--- src/design/ebcpu_pkg.sv ---
// ----------------------------------------------------------------------------
// ebcpu_pkg
// Shared types, opcode codes and stream field layout for the 8-bit CPU
// execute block and its checker.
// ----------------------------------------------------------------------------
package ebcpu_pkg;

  // Stream widths
  localparam int unsigned IN_TDATA_W  = 32;
  localparam int unsigned OUT_TDATA_W = 128;

  // Result tdata field offsets, lowest bit first
  localparam int unsigned O_PC    = 0;
  localparam int unsigned O_A     = 16;
  localparam int unsigned O_BC    = 24;
  localparam int unsigned O_DE    = 40;
  localparam int unsigned O_HL    = 56;
  localparam int unsigned O_SP    = 72;
  localparam int unsigned O_FLAGS = 88;
  localparam int unsigned O_CYC   = 92;
  localparam int unsigned O_ACC   = 96;
  localparam int unsigned O_ADDR  = 98;
  localparam int unsigned O_WDATA = 114;
  localparam int unsigned O_USED  = 122;

  // Memory access kind
  typedef enum logic [1:0] {
    MEM_NONE       = 2'd0,
    MEM_READ       = 2'd1,
    MEM_WRITE      = 2'd2,
    MEM_READ_WRITE = 2'd3
  } mem_access_e;

  // Cycle counts
  localparam logic [3:0] CYC_NONE = 4'd0;
  localparam logic [3:0] CYC_4    = 4'd4;
  localparam logic [3:0] CYC_8    = 4'd8;
  localparam logic [3:0] CYC_12   = 4'd12;

  // Opcodes and decode masks
  localparam logic [7:0] OP_NOP       = 8'h00;
  localparam logic [7:0] OP_HALT      = 8'h76;
  localparam logic [7:0] OP_JR        = 8'h18;
  localparam logic [7:0] OP_JR_NZ     = 8'h20;
  localparam logic [7:0] OP_JR_Z      = 8'h28;
  localparam logic [7:0] OP_JR_NC     = 8'h30;
  localparam logic [7:0] OP_JR_C      = 8'h38;
  localparam logic [7:0] MASK_PAIR    = 8'hCF;
  localparam logic [7:0] OP_LD_RR_D16 = 8'h01;
  localparam logic [7:0] OP_ST_RR_A   = 8'h02;
  localparam logic [7:0] OP_INC_RR    = 8'h03;
  localparam logic [7:0] OP_DEC_RR    = 8'h0B;
  localparam logic [7:0] MASK_INCDEC  = 8'hC6;
  localparam logic [7:0] OP_INCDEC_R  = 8'h04;
  localparam logic [7:0] MASK_LD_R    = 8'hC7;
  localparam logic [7:0] OP_LD_R_D8   = 8'h06;
  localparam logic [7:0] OP_XOR_FIRST = 8'hA8;
  localparam logic [7:0] OP_XOR_LAST  = 8'hAF;
  localparam logic [7:0] OP_LDH_C_A   = 8'hE2;
  localparam logic [7:0] OP_LDH_A_C   = 8'hF2;
  localparam logic [7:0] CB_BIT_FIRST = 8'h40;
  localparam logic [7:0] CB_BIT_LAST  = 8'h7F;

  localparam logic [15:0] IO_PAGE = 16'hFF00;

  // Register and pair indexes
  localparam logic [2:0] REG_B   = 3'd0;
  localparam logic [2:0] REG_C   = 3'd1;
  localparam logic [2:0] REG_D   = 3'd2;
  localparam logic [2:0] REG_E   = 3'd3;
  localparam logic [2:0] REG_H   = 3'd4;
  localparam logic [2:0] REG_L   = 3'd5;
  localparam logic [2:0] REG_MEM = 3'd6;
  localparam logic [2:0] REG_A   = 3'd7;

  localparam logic [1:0] PAIR_BC = 2'd0;
  localparam logic [1:0] PAIR_DE = 2'd1;
  localparam logic [1:0] PAIR_HL = 2'd2;
  localparam logic [1:0] PAIR_SP = 2'd3;

  // Pick an 8-bit register; the memory operand index reads as zero
  function automatic logic [7:0] sel_reg(input logic [2:0] idx,
                                         input logic [7:0] a, input logic [7:0] b,
                                         input logic [7:0] c, input logic [7:0] d,
                                         input logic [7:0] e, input logic [7:0] h,
                                         input logic [7:0] l);
    logic [7:0] v;
    case (idx)
      REG_B:   v = b;
      REG_C:   v = c;
      REG_D:   v = d;
      REG_E:   v = e;
      REG_H:   v = h;
      REG_L:   v = l;
      REG_A:   v = a;
      default: v = 8'h00;
    endcase
    return v;
  endfunction

endpackage

--- src/design/eight_bit_cpu_execute_subset.sv ---
// ----------------------------------------------------------------------------
// eight_bit_cpu_execute_subset
// Executes one instruction of an 8-bit CPU subset per input transaction and
// reports the register file, flags, memory access and cycle count.
// ----------------------------------------------------------------------------
//
//  channel   dir  tdata                                   tuser
//  s_axis    in   operation, immediate, mem_read_data     cb_prefixed
//  m_axis    out  pc, a, bc, de, hl, sp, flags, cycles,   unknown_opcode
//                 mem_access, mem_address, mem_write_data
//
//  One instruction retires per clock unless m_axis stalls. A transaction is
//  captured in the input register, executed against the architectural
//  registers in one pass, and the result lands in the output register when
//  the input stage advances; the architectural state updates on that same
//  edge, so the next instruction sees it without a bubble.
//  Reset clears A, BC, DE, HL, flags, SP and PC and empties both stages.
//  A stall on m_axis holds the output register; one more transaction is
//  held in the input register before s_axis_tready drops.
//
module eight_bit_cpu_execute_subset (
  input  logic         clk_i,
  input  logic         rst_ni,
  // s_axis_tdata: operation [7:0], immediate [23:8], mem_read_data [31:24]
  input  logic         s_axis_tvalid,
  output logic         s_axis_tready,
  input  logic [ebcpu_pkg::IN_TDATA_W-1:0] s_axis_tdata,
  // s_axis_tuser: cb_prefixed
  input  logic         s_axis_tuser,
  // m_axis_tdata: out_pc [15:0], out_a [23:16], out_bc [39:24],
  //   out_de [55:40], out_hl [71:56], out_sp [87:72], out_flags [91:88],
  //   cycle_count [95:92], mem_access [97:96], mem_address [113:98],
  //   mem_write_data [121:114], zero [127:122]
  output logic         m_axis_tvalid,
  input  logic         m_axis_tready,
  output logic [ebcpu_pkg::OUT_TDATA_W-1:0] m_axis_tdata,
  // m_axis_tuser: unknown_opcode
  output logic         m_axis_tuser
);

  // Input stage
  logic        in_valid_q;
  logic [7:0]  in_op_q;
  logic        in_cb_q;
  logic [15:0] in_imm_q;
  logic [7:0]  in_mrd_q;

  // Output stage
  logic                                  out_valid_q;
  logic [ebcpu_pkg::OUT_TDATA_W-1:0]     out_data_q;
  logic                                  out_unknown_q;

  // Architectural state
  logic [7:0]  a_q, b_q, c_q, d_q, e_q, h_q, l_q;
  logic [7:0]  a_d, b_d, c_d, d_d, e_d, h_d, l_d;
  logic [3:0]  flags_q, flags_d;   // {Z, N, H, C}
  logic [15:0] sp_q, sp_d, pc_q, pc_d;

  logic advance;

  // Decode / execute
  logic [2:0]  r_idx, src_idx;
  logic [1:0]  p_idx;
  logic [7:0]  imm8;
  logic [15:0] bc, de, hl, pair_rd, rel_off;
  logic        known, take_jump;
  logic [1:0]  pc_len;
  logic [3:0]  cycles;
  ebcpu_pkg::mem_access_e access;
  logic [15:0] addr;
  logic [7:0]  wdata;
  logic [7:0]  operand, result8;
  logic        is_dec, half;
  logic        pw_en;
  logic [1:0]  pw_sel;
  logic [15:0] pw_val;
  logic        rw_en;
  logic [2:0]  rw_sel;
  logic [7:0]  rw_val;
  logic [7:0]  xor_res;

  // Advance when the input stage holds work and the output stage can take it
  assign advance       = in_valid_q && (!out_valid_q || m_axis_tready);
  assign s_axis_tready = !in_valid_q || advance;

  assign r_idx   = in_op_q[5:3];
  assign src_idx = in_op_q[2:0];
  assign p_idx   = in_op_q[5:4];
  assign imm8    = in_imm_q[7:0];
  assign bc      = {b_q, c_q};
  assign de      = {d_q, e_q};
  assign hl      = {h_q, l_q};
  assign rel_off = {{8{imm8[7]}}, imm8};

  always_comb begin
    case (p_idx)
      ebcpu_pkg::PAIR_BC: pair_rd = bc;
      ebcpu_pkg::PAIR_DE: pair_rd = de;
      ebcpu_pkg::PAIR_HL: pair_rd = hl;
      default:            pair_rd = sp_q;
    endcase
  end

  always_comb begin
    // Hold state unless the instruction writes it
    a_d       = a_q;
    flags_d   = flags_q;
    known     = 1'b1;
    take_jump = 1'b0;
    pc_len    = 2'd1;
    cycles    = ebcpu_pkg::CYC_NONE;
    access    = ebcpu_pkg::MEM_NONE;
    addr      = 16'h0000;
    wdata     = 8'h00;
    operand   = 8'h00;
    result8   = 8'h00;
    is_dec    = in_op_q[0];
    half      = 1'b0;
    pw_en     = 1'b0;
    pw_sel    = p_idx;
    pw_val    = 16'h0000;
    rw_en     = 1'b0;
    rw_sel    = r_idx;
    rw_val    = 8'h00;
    xor_res   = 8'h00;

    if (in_cb_q) begin
      if (in_op_q inside {[ebcpu_pkg::CB_BIT_FIRST:ebcpu_pkg::CB_BIT_LAST]}) begin
        // BIT n: Z from the inverted bit, N clear, H set, C kept
        if (src_idx == ebcpu_pkg::REG_MEM) begin
          operand = in_mrd_q;
          access  = ebcpu_pkg::MEM_READ;
          addr    = hl;
        end else begin
          operand = ebcpu_pkg::sel_reg(src_idx, a_q, b_q, c_q, d_q, e_q, h_q, l_q);
        end
        flags_d = {~operand[r_idx], 1'b0, 1'b1, flags_q[0]};
        cycles  = ebcpu_pkg::CYC_8;
        pc_len  = 2'd2;
      end else begin
        known = 1'b0;
      end
    end else if (in_op_q == ebcpu_pkg::OP_NOP || in_op_q == ebcpu_pkg::OP_HALT) begin
      cycles = ebcpu_pkg::CYC_4;
    end else if (in_op_q inside {ebcpu_pkg::OP_JR, ebcpu_pkg::OP_JR_NZ, ebcpu_pkg::OP_JR_Z,
                                 ebcpu_pkg::OP_JR_NC, ebcpu_pkg::OP_JR_C}) begin
      pc_len = 2'd2;
      case (in_op_q)
        ebcpu_pkg::OP_JR_NZ: take_jump = !flags_q[3];
        ebcpu_pkg::OP_JR_Z:  take_jump = flags_q[3];
        ebcpu_pkg::OP_JR_NC: take_jump = !flags_q[0];
        ebcpu_pkg::OP_JR_C:  take_jump = flags_q[0];
        default:             take_jump = 1'b1;
      endcase
      cycles = take_jump ? ebcpu_pkg::CYC_12 : ebcpu_pkg::CYC_8;
    end else if ((in_op_q & ebcpu_pkg::MASK_PAIR) == ebcpu_pkg::OP_LD_RR_D16) begin
      pw_en  = 1'b1;
      pw_val = in_imm_q;
      pc_len = 2'd3;
      cycles = ebcpu_pkg::CYC_12;
    end else if ((in_op_q & ebcpu_pkg::MASK_PAIR) == ebcpu_pkg::OP_INC_RR) begin
      pw_en  = 1'b1;
      pw_val = pair_rd + 16'd1;
      cycles = ebcpu_pkg::CYC_8;
    end else if ((in_op_q & ebcpu_pkg::MASK_PAIR) == ebcpu_pkg::OP_DEC_RR) begin
      pw_en  = 1'b1;
      pw_val = pair_rd - 16'd1;
      cycles = ebcpu_pkg::CYC_8;
    end else if ((in_op_q & ebcpu_pkg::MASK_PAIR) == ebcpu_pkg::OP_ST_RR_A) begin
      // Store A through BC, DE, HL+ or HL-
      access = ebcpu_pkg::MEM_WRITE;
      wdata  = a_q;
      cycles = ebcpu_pkg::CYC_8;
      pw_sel = ebcpu_pkg::PAIR_HL;
      case (p_idx)
        ebcpu_pkg::PAIR_BC: addr = bc;
        ebcpu_pkg::PAIR_DE: addr = de;
        ebcpu_pkg::PAIR_HL: begin
          addr   = hl;
          pw_en  = 1'b1;
          pw_val = hl + 16'd1;
        end
        default: begin
          addr   = hl;
          pw_en  = 1'b1;
          pw_val = hl - 16'd1;
        end
      endcase
    end else if ((in_op_q & ebcpu_pkg::MASK_INCDEC) == ebcpu_pkg::OP_INCDEC_R) begin
      if (r_idx == ebcpu_pkg::REG_MEM) begin
        operand = in_mrd_q;
        access  = ebcpu_pkg::MEM_READ_WRITE;
        addr    = hl;
        cycles  = ebcpu_pkg::CYC_12;
      end else begin
        operand = ebcpu_pkg::sel_reg(r_idx, a_q, b_q, c_q, d_q, e_q, h_q, l_q);
        cycles  = ebcpu_pkg::CYC_4;
      end
      // DEC borrows into bit 4 when the low nibble is zero
      if (is_dec) begin
        result8 = operand - 8'd1;
        half    = (operand[3:0] == 4'h0);
      end else begin
        result8 = operand + 8'd1;
        half    = (operand[3:0] == 4'hF);
      end
      flags_d = {(result8 == 8'h00), is_dec, half, flags_q[0]};
      if (r_idx == ebcpu_pkg::REG_MEM) begin
        wdata = result8;
      end else begin
        rw_en  = 1'b1;
        rw_val = result8;
      end
    end else if ((in_op_q & ebcpu_pkg::MASK_LD_R) == ebcpu_pkg::OP_LD_R_D8) begin
      pc_len = 2'd2;
      if (r_idx == ebcpu_pkg::REG_MEM) begin
        access = ebcpu_pkg::MEM_WRITE;
        addr   = hl;
        wdata  = imm8;
        cycles = ebcpu_pkg::CYC_12;
      end else begin
        rw_en  = 1'b1;
        rw_val = imm8;
        cycles = ebcpu_pkg::CYC_8;
      end
    end else if (in_op_q inside {[ebcpu_pkg::OP_XOR_FIRST:ebcpu_pkg::OP_XOR_LAST]}) begin
      if (src_idx == ebcpu_pkg::REG_MEM) begin
        operand = in_mrd_q;
        access  = ebcpu_pkg::MEM_READ;
        addr    = hl;
      end else begin
        operand = ebcpu_pkg::sel_reg(src_idx, a_q, b_q, c_q, d_q, e_q, h_q, l_q);
      end
      xor_res = a_q ^ operand;
      a_d     = xor_res;
      flags_d = {(xor_res == 8'h00), 3'b000};
      cycles  = ebcpu_pkg::CYC_4;
    end else if (in_op_q == ebcpu_pkg::OP_LDH_C_A) begin
      access = ebcpu_pkg::MEM_WRITE;
      addr   = ebcpu_pkg::IO_PAGE | {8'h00, c_q};
      wdata  = a_q;
      cycles = ebcpu_pkg::CYC_8;
    end else if (in_op_q == ebcpu_pkg::OP_LDH_A_C) begin
      access = ebcpu_pkg::MEM_READ;
      addr   = ebcpu_pkg::IO_PAGE | {8'h00, c_q};
      a_d    = in_mrd_q;
      cycles = ebcpu_pkg::CYC_8;
    end else begin
      known = 1'b0;
    end

    // An 8-bit write that targets A lands here; the others go below
    if (rw_en && rw_sel == ebcpu_pkg::REG_A) begin
      a_d = rw_val;
    end
  end

  // Apply register file writes
  always_comb begin
    b_d  = b_q;
    c_d  = c_q;
    d_d  = d_q;
    e_d  = e_q;
    h_d  = h_q;
    l_d  = l_q;
    sp_d = sp_q;
    if (pw_en) begin
      case (pw_sel)
        ebcpu_pkg::PAIR_BC: {b_d, c_d} = pw_val;
        ebcpu_pkg::PAIR_DE: {d_d, e_d} = pw_val;
        ebcpu_pkg::PAIR_HL: {h_d, l_d} = pw_val;
        default:            sp_d       = pw_val;
      endcase
    end
    if (rw_en) begin
      case (rw_sel)
        ebcpu_pkg::REG_B: b_d = rw_val;
        ebcpu_pkg::REG_C: c_d = rw_val;
        ebcpu_pkg::REG_D: d_d = rw_val;
        ebcpu_pkg::REG_E: e_d = rw_val;
        ebcpu_pkg::REG_H: h_d = rw_val;
        ebcpu_pkg::REG_L: l_d = rw_val;
        default:          ;
      endcase
    end
  end

  // Program counter: a taken relative jump lands at PC + 2 + r8
  always_comb begin
    if (!known) begin
      pc_d = pc_q;
    end else if (take_jump) begin
      pc_d = pc_q + 16'd2 + rel_off;
    end else begin
      pc_d = pc_q + {14'd0, pc_len};
    end
  end

  // Control and architectural state
  always_ff @(posedge clk_i or negedge rst_ni) begin
    if (!rst_ni) begin
      in_valid_q  <= 1'b0;
      out_valid_q <= 1'b0;
      a_q         <= 8'h00;
      b_q         <= 8'h00;
      c_q         <= 8'h00;
      d_q         <= 8'h00;
      e_q         <= 8'h00;
      h_q         <= 8'h00;
      l_q         <= 8'h00;
      flags_q     <= 4'h0;
      sp_q        <= 16'h0000;
      pc_q        <= 16'h0000;
    end else begin
      if (s_axis_tready) begin
        in_valid_q <= s_axis_tvalid;
      end
      if (advance) begin
        out_valid_q <= 1'b1;
      end else if (m_axis_tready) begin
        out_valid_q <= 1'b0;
      end
      // An unknown opcode computes the held values, so no extra qualifier
      if (advance) begin
        a_q     <= a_d;
        b_q     <= b_d;
        c_q     <= c_d;
        d_q     <= d_d;
        e_q     <= e_d;
        h_q     <= h_d;
        l_q     <= l_d;
        flags_q <= flags_d;
        sp_q    <= sp_d;
        pc_q    <= pc_d;
      end
    end
  end

  // Payload registers
  always_ff @(posedge clk_i) begin
    if (s_axis_tready && s_axis_tvalid) begin
      in_op_q  <= s_axis_tdata[7:0];
      in_imm_q <= s_axis_tdata[23:8];
      in_mrd_q <= s_axis_tdata[31:24];
      in_cb_q  <= s_axis_tuser;
    end
    if (advance) begin
      out_unknown_q <= !known;
      // Unknown opcode: no access, so address and write data drop to zero
      out_data_q <= {{(ebcpu_pkg::OUT_TDATA_W - ebcpu_pkg::O_USED){1'b0}},
                     (known && access[1]) ? wdata : 8'h00,
                     known ? addr : 16'h0000,
                     known ? access : ebcpu_pkg::MEM_NONE,
                     known ? cycles : ebcpu_pkg::CYC_NONE,
                     flags_d,
                     sp_d,
                     {h_d, l_d},
                     {d_d, e_d},
                     {b_d, c_d},
                     a_d,
                     pc_d};
    end
  end

  assign m_axis_tvalid = out_valid_q;
  assign m_axis_tdata  = out_data_q;
  assign m_axis_tuser  = out_unknown_q;

endmodule

--- config.mk ---
export PLATFORM = sky130hd
export DESIGN_NAME = eight_bit_cpu_execute_subset
export DESIGN_NICKNAME = d
export VERILOG_FILES = /design/src/design/ebcpu_pkg.sv /design/src/design/eight_bit_cpu_execute_subset.sv
export SDC_FILE = /design/constraint.sdc
export NUM_CORES = 1
export LEC_CHECK = 0
export BUFFER_PORTS_ARGS = -buffer_cell sky130_fd_sc_hd__buf_2
export CAP_MARGIN = 20
export CELL_PAD_IN_SITES_DETAIL_PLACEMENT = 1
export CELL_PAD_IN_SITES_GLOBAL_PLACEMENT = 1
export CORE_MARGIN = 5
export CORE_UTILIZATION = 28
export CTS_CLUSTER_SIZE = 16
export DETAILED_ROUTE_END_ITERATION = 10
export PLACE_DENSITY_LB_ADDON = 0.1
export SYNTH_ARGS = -nofsm -noshare
export SYNTH_HDL_FRONTEND = slang
export SYNTH_SLANG_ARGS = --single-unit
export TNS_END_PERCENT = 50
--- constraint.sdc ---
create_clock -name clk_i -period 7.6 [get_ports clk_i]
set_input_delay 0.76 -clock clk_i [delete_from_list [all_inputs] [get_ports clk_i]]
set_output_delay 0.76 -clock clk_i [all_outputs]
set_load 0.01 [all_outputs]
==> summary.txt, run 1 <==
Routing
  • M1 WL: 34700 µm
  • DR WL met2: 34300 µm
  • Highest Signal Layer: met4
  • Wire length per cell: 28.5 µm
  • DRT Pass-1 Iters: 6
  • Routed wl met3: 4800 µm
  • Vias per std cell: 5.69
  • DR vias: 15100
  • Number of remaining DRC errors: 0
  • Final wirelength: 75800 µm
  • DRT iter0 DRCs: roughly 1200
  • Remaining antenna violation count after routing: 0

Clock network
  • Clock Pin Slew Worst Setup and Hold Paths: roughly 60 ps
  • Hold Buf Count CTS: 0
  • TritonCTS clock tree: done
  • Post_cts resized: 0
  • Worst skew pair latency: 610 ps
  • H-tree Lvls: 1
  • Total CTS buffers: 29
  • Clock tree sinks: 248
  • Bufs on Longest Clock Path: 3
  • Root cell of the clock tree: clkbuf_16
  • Setup bufs post-CTS: 0

Pwr
  • Pwr Total: 5.20 mW
  • P_leak: 7.65 nW
  • PD cells: between 200 and 300 nW/µm²
  • Worst vdd ir: 0.000169 V

Worst setup path
  • Start point of the critical path: in_op_q[4]
  • Crit end category: flop
  • Crit-path cells: buf_4 > nor2b_4 > a221o_1 > ha_1 > nor4b_2 > nand4_1 > o21a_1 > xnor2_1 > a221oi_2 > o21ai_0
  • R2r setup slk: 2410 ps
  • CP Class: flop to flop
  • Slowest CP cell: a221oi_2
  • Worst EP arrival: 5500 ps
  • Worst r2r src: in_op_q[4]
  • Crit path launch type: flop
  • Reg2Reg Depth: 10
  • Crit-path max FO: 62
  • Max incr delay on CP: 880 ps
  • R2r endpoint: m_axis_tdata[52]
  • Worst EP required: 7910 ps

Synth
  • Unique masters post-synth: between 90 and 100
  • Largest area contributor in the netlist: edfxtp_1
  • Synth warn: 0
  • Number of synthesized register bits: 248
  • Top cells by area, synth: edfxtp_1 (28%), dfrtp_1 (14%), ha_1 (5.2%)
  • Average size of a mapped cell: 9.58 µm²
  • EDFF count, synth: 154
  • Seq/Total Area, Yosys: 41.8%
  • Synth Instances: approximately 1700
  • Top-area cell type share of the netlist area: between 20% and 30%
  • Mapped cell area: 16700 µm²
  • Ys async rst share: a little under two fifths
  • Top_reg_cell synth: edfxtp_1

Die
  • Die area: 64600 µm²
  • Site row count: 89
  • DIE WIDTH: 254 µm
  • Initial Utilization: ~28%
  • Core ar.: 59000 µm²
  • Number of I/O pins: around 170
  • Die Span Y: 254 µm

STA
  • Setup TNS: 0 ps
  • RSZ-0062 raised after global routing: no
  • Final Hold Fails: 0
  • Fin. max-slew vios: 0
  • Slew HR: 23.3%
  • Max Clock Skew: 21.0 ps
  • FMAX: 193 MHz
  • Tcrit/Tclk final: 68.2%
  • Worst slew pin tran: 1150 ps
  • Final setup viols: 0
  • Post-route minimum period: 5190 ps
  • Hold_ws: approximately 240 ps

GRT
  • Vias in the first global route: 15200
  • First-pass GRT wire length: 110000 µm
  • Overflow left after global routing: 0
  • GRT Total Usage: 22.8%
  • Initial antenna violation count: 0
  • Largest net degree at the start of global routing: 76

Outcome
  • Status: completed

Final layout
  • Commonest non-fill, non-tap cell in the layout: nand2_1
  • NumNets Final: just under 2000
  • Design Area, Final: 19400 µm²
  • Synth-to-Final Area Change: 16.0%
  • Final core utilization: 32.8%
  • Antenna Cells: 0
  • Filler Cells Inserted: 6737
  • Commonest non-fill, non-tap cells in the layout: nand2_1 (184), nor2_1 (163), buf_2 (159), edfxtp_1 (154), o21ai_0 (133)
  • Ratio of cells with drive above 1 in the final layout: 20.1%

Placement
  • DP Area: 18300 µm²
  • GP Congestion: 0.911
  • PortBufs: 159
  • HPWL after DPL: between 50000 and 60000 µm

Job
  • Max Cap Violations: 0

Min path
  • HP Class: input pin to async pin
## final cells by class
| type | instances | area (µm²) | area share [%] |
|---|---|---|---|
| well taps | 773 | 967 | 4.99 |
| flip-flops and latches | 248 | 6980 | 36.0 |
| inverters | 33 | 131 | 0.678 |
| repair buffers | 203 | 1130 | 5.85 |
| clock buffers | 36 | 792 | 4.09 |
| multi-input cells | 1351 | 9100 | 47.0 |
| clock inverters | 18 | 268 | 1.38 |
## metal layers
layer | vias to the layer above | GRT usage, %
li1 | 6800 | -
met1 | 7711 | 33.0
met2 | 543 | 36.2
met3 | 95 | 3.00
met4 | 0 | 5.78
met5 | - | 0
## cells in the mapped netlist, drive strengths merged, types with 9 or more instances
master and instances:
or3 15, a21o 19, edfxtp 154, a31oi 35, o21a 13, nor2 170
xor2 18, a222oi 9, nor4 13, a21oi 135, or2 10, o211ai 14
nand2 187, o21ai 148, buf 65, clkbuf 53, o22ai 41, or4 9
nand2b 16, ha 69, nor2b 12, nor3 49, a221oi 21, inv 33
nand4 15, and2 12, xnor2 39, a22oi 14, a211oi 16, o32ai 10
nand3 29, mux2i 45, mux2 45, and3 11, dfrtp 94
## critical path, delay by kind of cell (launching register included)
kind | cells | cell delay (ps)
AOI/OAI and AO/OA | 4 | 1580
xor gates and xnor gates | 1 | 130
adders and majority gates | 1 | 200
buffers and inverters | 1 | 790
DFF | 1 | 710
and+or+nand+nor | 3 | 1450
## power breakdown
group	switching (mW)	leakage, nW	internal, mW
clock	0.624	0.514	0.946
sequential	0.373	2.75	1.67
combinational	0.953	4.39	0.628
total	1.95	7.65	3.25
## sequential cells by signal, summed over array words and instances (netlist names)
register       cells
l_q                8
in_mrd_q           8
a_q                8
e_q                8
d_q                8
pc_q              16
in_op_q            8
h_q                8
flags_q            4
in_valid_q         1
c_q                8
sp_q              16
m_axis_tvalid      1
m_axis_tdata     120
in_cb_q            1
m_axis_tuser       1
b_q                8
in_imm_q          16
## per-stage QoR
step	setup WS (ps)	instances
2_1_floorplan	2270	1750
3_3_place_gp	2660	2604
3_5_place_dp	2510	2607
4_1_cts	2530	2661
5_1_grt	2140	2662
6_report	2410	2662
## logic make-up (layout without fill, tap and decap cells)
group	Yosys count	in the layout	share of synthesized area (%)
and+or+nand+nor	564	564	16.1
buffers and inverters	151	290	4.21
adders and majority gates	73	73	5.65
other	1	8	0.0225
muxes	98	98	6.81
AOI/OAI and AO/OA	551	551	22.4
DFF	248	248	41.8
xor gates and xnor gates	57	57	2.99
## worst max path at each step
stage               slack (ps)  cells after the start               end
floorplan                 2270                      5   m_axis_tdata[0]
detailed placement        2510                     10  m_axis_tdata[84]
global placement          2660                     12        flags_q[3]
finish                    2410                     10  m_axis_tdata[52]
global route              2140                     10  m_axis_tdata[52]
CTS                       2530                     10  m_axis_tdata[84]
Note: power is estimated with default switching activity, not from simulation.
==> run 2, diff against run 1 <==
Clock period 7.6 ns to 4.3 ns, I/O delays scaled along.
==> run 2 against run 1 <==
Effect of this change: clock skew shrank 0.60 ps; routed wire length grew 5.5%; total power grew 84%; sequential cell count is the same; highest routed layer is now met5; sequential share of layout area shrank 1.8 points; global-route usage grew 1.4 points; first-iteration DRC count grew 8.8%; setup slack lost 2300 ps; die area is the same; sequential power grew 63%; count of clock-buffer cells in the layout grew 8; hold slack lost 180 ps; largest power group is now combinational logic.
==> summary.txt, run 2 (same netlist as run 1, synthesis figures left out) <==
Die
  • Die Span Y: 254 µm (unchanged)
  • Die area: 64600 µm² (unchanged)
  • Core ar.: 59000 µm² (unchanged)
  • Site row count: 89 (unchanged)
  • DIE WIDTH: 254 µm (unchanged)
  • Initial Utilization: 28.3% (unchanged)
  • Number of I/O pins: 168 (unchanged)

STA
  • Hold_ws: 57.0 ps (was 241 ps)
  • Worst slew pin tran: 1180 ps (was 1150 ps)
  • Final worst slack: 120 ps (was 2410 ps)
  • Final Hold Fails: 0 (unchanged)
  • Max Clock Skew: 20.4 ps (was 21.0 ps)
  • RSZ-0062 raised after global routing: yes (was no)
  • Fin. max-slew vios: 0 (unchanged)
  • FMAX: 239 MHz (was 193 MHz)
  • Slew HR: 21.4% (was 23.3%)
  • Post-route minimum period: 4180 ps (was 5190 ps)
  • Tcrit/Tclk final: 97.2% (was 68.2%)
  • Final setup viols: 0 (unchanged)

Worst setup path
  • Worst EP required: 4760 ps (was 7910 ps)
  • Crit path launch type: flop (unchanged)
  • R2r setup slk: 120 ps (was 2410 ps)
  • Worst EP arrival: 4640 ps (was 5500 ps)
  • Crit-path cells: buf_12 > o21ai_0 > o21ai_0 > o21ai_0 > buf_4 > ha_1 > nor2b_1 > a221oi_1 > nand3_1 > or4b_2 > o41ai_1 > a21oi_1 > o21ai_0 (was buf_4 > nor2b_4 > a221o_1 > ha_1 > nor4b_2 > nand4_1 > o21a_1 > xnor2_1 > a221oi_2 > o21ai_0)
  • Crit path top cell by count: o21ai_0
  • R2r endpoint: flags_q[3] (was m_axis_tdata[52])
  • Reg2Reg Depth: 13 (was 10)
  • Max incr delay on CP: 710 ps (was 880 ps)
  • Crit end category: flop (unchanged)
  • Worst r2r src: in_op_q[4] (unchanged)
  • CP Class: flop to flop (unchanged)
  • Crit-path max FO: 21 (was 62)
  • Slowest CP cell: or4b_2 (was a221oi_2)

Placement
  • DP Area: 19300 µm² (was 18300 µm²)
  • GP Congestion: 0.922 (was 0.911)
  • Placement Setup Slack: 109 ps (was 2510 ps)
  • Placed insts: 2736 (was 2607)
  • PortBufs: 159 (unchanged)
  • HPWL after DPL: 61300 µm (was 55400 µm)

Final layout
  • Post-Layout Cell Count: 2799 (was 2662)
  • Commonest non-fill, non-tap cells in the layout: nand2_1 (184), buf_4 (168), nor2_1 (164), buf_2 (158), edfxtp_1 (154) (was nand2_1 (184), nor2_1 (163), buf_2 (159), edfxtp_1 (154), o21ai_0 (133))
  • Max reg flops: 120 (unchanged)
  • Area occupied by multi-input gates: 9100 µm² (unchanged)
  • Commonest non-fill, non-tap cell in the layout: nand2_1 (unchanged)
  • NumNets Final: 2110 (was 1976)
  • Filler Cells Inserted: 6781 (was 6737)
  • Design Area, Final: 20400 µm² (was 19400 µm²)
  • Antenna Cells: 0 (unchanged)
  • FF/Latch Area: 6980 µm² (unchanged)
  • Synth-to-Final Area Change: 22.1% (was 16.0%)
  • Final core utilization: 34.5% (was 32.8%)
  • Ratio of cells with drive above 1 in the final layout: 25.2% (was 20.1%)

Min path
  • HP Class: input pin to flop (was input pin to async pin)
  • HP Start: s_axis_tdata[28]
  • Worst Hold End: in_mrd_q[4]
  • Hold Path Cell Cnt: 1

Pwr
  • Worst vdd ir: 0.000353 V (was 0.000169 V)
  • P_leak: 8.30 nW (was 7.65 nW)
  • PD cells: 469 nW/µm² (was 268 nW/µm²)

GRT
  • Overflow left after global routing: 0 (unchanged)
  • First-pass GRT wire length: 115000 µm (was 110000 µm)
  • GRT Total Usage: 24.2% (was 22.8%)
  • Vias in the first global route: 15900 (was 15200)
  • Initial antenna violation count: 3 (was 0)
  • Largest net degree at the start of global routing: 88 (was 76)

Clock network
  • Worst skew pair latency: 560 ps (was 610 ps)
  • TritonCTS clock tree: done (unchanged)
  • H-tree Lvls: 2 (was 1)
  • Total CTS buffers: 34 (was 29)
  • Clock tree sinks: 248 (unchanged)
  • Bufs on Longest Clock Path: 3 (unchanged)
  • Clock Pin Slew Worst Setup and Hold Paths: 60 ps (about the same)
  • Root cell of the clock tree: clkbuf_16 (unchanged)

Routing
  • Wire length per cell: 28.6 µm (was 28.5 µm)
  • Number of remaining DRC errors: 0 (unchanged)
  • Vias per std cell: 5.59 (was 5.69)
  • Final wirelength: 80000 µm (was 75800 µm)
  • DRT Pass-1 Iters: 6 (unchanged)
  • DR vias: 15700 (was 15100)
  • DRT iter0 DRCs: 1325 (was 1218)
  • Remaining antenna violation count after routing: 0 (unchanged)

Job
  • Max Cap Violations: 0 (unchanged)

Outcome
  • Status: completed (unchanged)
==> run 2: cell count changes in the layout (fill, tap and decap cells not counted), sizes merged <==
cell and change:
clkbuf +8, dlygate4sd3 +1, clkinv +2, bufinv -5, buf +128, clkinvlp +1
inv +2
==> run 2: routing by layer <==
| layer | global-route usage, % | up-vias | routed length, µm |
|---|---|---|---|
| li1 | - | 7058 | - |
| met1 | 33.8 | 7909 | 36000 |
| met2 | 37.8 | 558 | 35800 |
| met3 | 4.83 | 128 | 5300 |
| met4 | 7.81 | 6 | 2880 |
| met5 | 0 | - | 30 |
==> run 2: how the worst max path moves through the flow <==
stage / startpoint / end / slack [ps] / cells after the start
after detailed placement: in_op_q[4] / flags_q[3] / 110 / 13
after global routing: in_op_q[4] / flags_q[3] / -20 / 13
after floorplan: in_op_q[3] / flags_q[3] / -140 / 19
final: in_op_q[4] / flags_q[3] / 120 / 13
after CTS: in_op_q[4] / flags_q[3] / 100 / 13
after global placement: in_op_q[4] / flags_q[3] / 90 / 13
==> run 2: final cells by class <==
cell class | instances | area share, %
Timing Repair Buffer | 332 | 10.6
Clock buffer | 44 | 4.46
Tap cell | 773 | 4.74
Multi-Input combinational cell | 1351 | 44.6
Inverter | 33 | 0.645
Clock inverter | 18 | 0.724
Sequential cell | 248 | 34.2
==> run 2: worst max-delay path: cells and delay by family, from the launching register on <==
kind | cells | cell delay (ps)
adders and majority gates | 1 | 270
DFF | 1 | 460
buffers and inverters | 2 | 380
AOI/OAI and AO/OA | 7 | 1910
and+or+nand+nor | 3 | 1050
==> run 2: through the flow <==
step                setup TNS (ps)  total power, mW
global placement                 0             6.77
finish                           0             9.56
global route                 -23.6             10.0
CTS                              0             9.63
floorplan                     -261             5.20
detailed placement               0             6.81
==> run 2: power by group <==
part | switching [mW] | total, mW | internal, mW | leakage [nW]
Clock | 1.19 | 2.77 | 1.58 | 0.510
Combinational | 2.11 | 3.46 | 1.35 | 5.04
Sequential | 0.374 | 3.34 | 2.96 | 2.75
==> run 2: what timing repair did <==
| item | CTS | global route |
|---|---|---|
| resized for setup | 0 | 8 |
| endpoints found under the setup margin | 0 | 7 |
| hold buffers | 1 | 0 |
| endpoints found under the hold margin | 38 | 0 |
| buffers inserted | 0 | 0 |
==> run 3, diff against run 2 <==
Settings changed: CORE_ASPECT_RATIO set to 1.5.
==> run 3 against run 2 <==
Effect of this change: sequential share of layout area decreased by 0.61 points; count of clock-buffer cells in the layout decreased by 12; total power decreased by 0.59%; highest routed layer is now met4; critical endpoint is now d_q[2]; clock skew decreased by 4.0 ps; hold slack got worse by 18 ps; first-iteration DRC count decreased by 23%.
==> summary.txt, run 3 (same netlist as run 1, synthesis figures left out) <==
Outcome
  • Status: completed (unchanged)

STA
  • Worst slew pin tran: 1010 ps (was 1180 ps)
  • Fin. max-slew vios: 0 (unchanged)
  • Final worst slack: 249 ps (was 120 ps)
  • Slew HR: 32.5% (was 21.4%)
  • Final Hold Fails: 0 (unchanged)
  • Final setup viols: 0 (unchanged)
  • Post-route minimum period: 4050 ps (was 4180 ps)
  • Max Clock Skew: 16.4 ps (was 20.4 ps)
  • FMAX: 247 MHz (was 239 MHz)
  • Hold_ws: 39.4 ps (was 57.0 ps)
  • Tcrit/Tclk final: 94.2% (was 97.2%)
  • RSZ-0062 raised after global routing: yes (unchanged)

Worst setup path
  • Slowest CP cell: or3_1 (was or4b_2)
  • Crit end category: flop (unchanged)
  • Worst EP required: 4730 ps (was 4760 ps)
  • Crit-path max FO: 27 (was 21)
  • Top delay family on crit path: simple AND/OR/NAND/NOR gates (was compound AO/OA/AOI/OAI gates)
  • Max incr delay on CP: 770 ps (was 710 ps)
  • Crit path launch type: flop (unchanged)
  • CP Buf/Inv Count: 3 (was 2)
  • CP Class: flop to flop (unchanged)
  • Crit path top cell by count: buf_4 (was o21ai_0)
  • Worst EP arrival: 4480 ps (was 4640 ps)
  • Crit-path cells: buf_4 > buf_4 > or4b_1 > nor2_2 > buf_4 > nor2_1 > or3_1 > nor2_1 > a221oi_1 (was buf_12 > o21ai_0 > o21ai_0 > o21ai_0 > buf_4 > ha_1 > nor2b_1 > a221oi_1 > nand3_1 > or4b_2 > o41ai_1 > a21oi_1 > o21ai_0)

Die
  • Core ar.: 59100 µm² (was 59000 µm²)
  • DIE WIDTH: 209 µm (was 254 µm)
  • Die Span Y: 309 µm (was 254 µm)
  • Die area: 64700 µm² (was 64600 µm²)
  • Site row count: 109 (was 89)
  • Initial Utilization: 28.3% (about the same)
  • Number of I/O pins: 168 (unchanged)

GRT
  • Initial antenna violation count: 1 (was 3)
  • Largest net degree at the start of global routing: 89 (was 88)
  • Overflow left after global routing: 0 (unchanged)
  • Vias in the first global route: 16700 (was 15900)
  • First-pass GRT wire length: 121000 µm (was 115000 µm)
  • GRT Total Usage: 25.3% (was 24.2%)

Routing
  • Remaining antenna violation count after routing: 0 (unchanged)
  • Number of remaining DRC errors: 0 (unchanged)
  • Wire length per cell: 29.8 µm (was 28.6 µm)
  • Vias per std cell: 5.59 (about the same)
  • DR vias: 15900 (was 15700)
  • Final wirelength: 84600 µm (was 80000 µm)
  • DRT Pass-1 Iters: 7 (was 6)
  • DRT iter0 DRCs: 1022 (was 1325)

Final layout
  • Commonest non-fill, non-tap cells in the layout: nand2_1 (184), buf_4 (182), nor2_1 (165), buf_2 (158), edfxtp_1 (154) (was nand2_1 (184), buf_4 (168), nor2_1 (164), buf_2 (158), edfxtp_1 (154))
  • Commonest non-fill, non-tap cell in the layout: nand2_1 (unchanged)
  • Ratio of cells with drive above 1 in the final layout: 25.4% (was 25.2%)
  • Synth-to-Final Area Change: 24.4% (was 22.1%)
  • NumNets Final: 2150 (was 2110)
  • Max reg flops: 120 (unchanged)
  • Final core utilization: 35.1% (was 34.5%)
  • Design Area, Final: 20800 µm² (was 20400 µm²)

Clock network
  • Clock Pin Slew Worst Setup and Hold Paths: 70 ps (was 60 ps)
  • H-tree Lvls: 1 (was 2)
  • TritonCTS clock tree: done (unchanged)
  • Worst skew pair latency: 600 ps (was 560 ps)
  • Clock tree sinks: 248 (unchanged)
  • Root cell of the clock tree: clkbuf_16 (unchanged)
  • Bufs on Longest Clock Path: 3 (unchanged)
  • Total CTS buffers: 29 (was 34)

Job
  • Max Cap Violations: 0 (unchanged)

Pwr
  • Worst vdd ir: 0.000277 V (was 0.000353 V)
  • PD cells: 458 nW/µm² (was 469 nW/µm²)
  • Comb pwr share: 36.2% (about the same)
  • P_sw: 3.64 mW (was 3.67 mW)
  • Switching share of power: 38.3% (was 38.4%)
  • Pwr Total: 9.51 mW (was 9.56 mW)
  • P_leak: 8.49 nW (was 8.30 nW)
  • Seq pwr share: 35.8% (was 34.9%)
  • Clock share of power: 28.1% (was 28.9%)
  • Internal: 5.86 mW (was 5.90 mW)

Placement
  • HPWL after DPL: 65400 µm (was 61300 µm)
  • PortBufs: 159 (unchanged)
  • Placement Setup Slack: 145 ps (was 109 ps)
  • DP Area: 19400 µm² (was 19300 µm²)
  • GP Congestion: 0.945 (was 0.922)

Min path
  • HP Class: input pin to flop (unchanged)
## run 3: power groups by stage
| stage | clock network, mW | registers [mW] | logic [mW] |
|---|---|---|---|
| finish | 2.67 | 3.40 | 3.44 |
| CTS | 2.75 | 3.40 | 3.43 |
| global placement | 0 | 3.45 | 3.36 |
| global route | 2.83 | 3.42 | 3.69 |
| floorplan | 0 | 3.32 | 1.88 |
| detailed placement | 0 | 3.44 | 3.39 |
## run 3: routing by layer
| layer | wire length [µm] | track usage, % | part of all wire (%) |
|---|---|---|---|
| met1 | 32400 | 29.0 | 38 |
| met2 | 41600 | 44.1 | 49 |
| met3 | 3880 | 3.33 | 4.6 |
| met4 | 6680 | 16.8 | 7.9 |
| met5 | 0 | 0 | 0 |
## run 3: final cells by class
cell class / count / area (µm²)
diodes: 1 / 2.50
clock buffers: 32 / 737
clock inverters: 22 / 256
fillers: 6729 / 38300
inverters: 33 / 131
multi-input cells: 1351 / 9080
flip-flops and latches: 248 / 6980
well taps: 777 / 972
repair buffers: 377 / 2600
## run 3: worst register-to-register path, cell delays in order, from the launching register on
cell      delay (ps)
edfxtp_1         530
buf_4            190
buf_4            220
or4b_1           570
nor2_2           130
buf_4            300
nor2_1           220
or3_1            770
nor2_1           760
a221oi_1         190
## run 3: repair_timing
item	CTS	global route
setup endpoints to repair	0	9
resized for setup	0	10
hold buffers	29	0
hold endpoints to repair	41	0
setup buffers	0	3
## run 3: through the flow
step / setup TNS [ps] / instances
2_1_floorplan: -261 / 1750
5_1_grt: -44.0 / 2840
3_3_place_gp: 0 / 2753
4_1_cts: 0 / 2837
3_5_place_dp: 0 / 2754
6_report: 0 / 2841
## run 3: worst paths after layout
check	start	endpoint	slack [ps]	depth (start not counted)
min	s_axis_tdata[12]	in_imm_q[4]	40	1
min in group asynchronous	rst_ni	pc_q[5]	240	2
max reg2reg	in_op_q[3]	d_q[2]	250	9
max	in_op_q[3]	d_q[2]	250	9
max in group asynchronous	rst_ni	c_q[4]	3210	3
min reg2reg	pc_q[15]	pc_q[15]	500	1
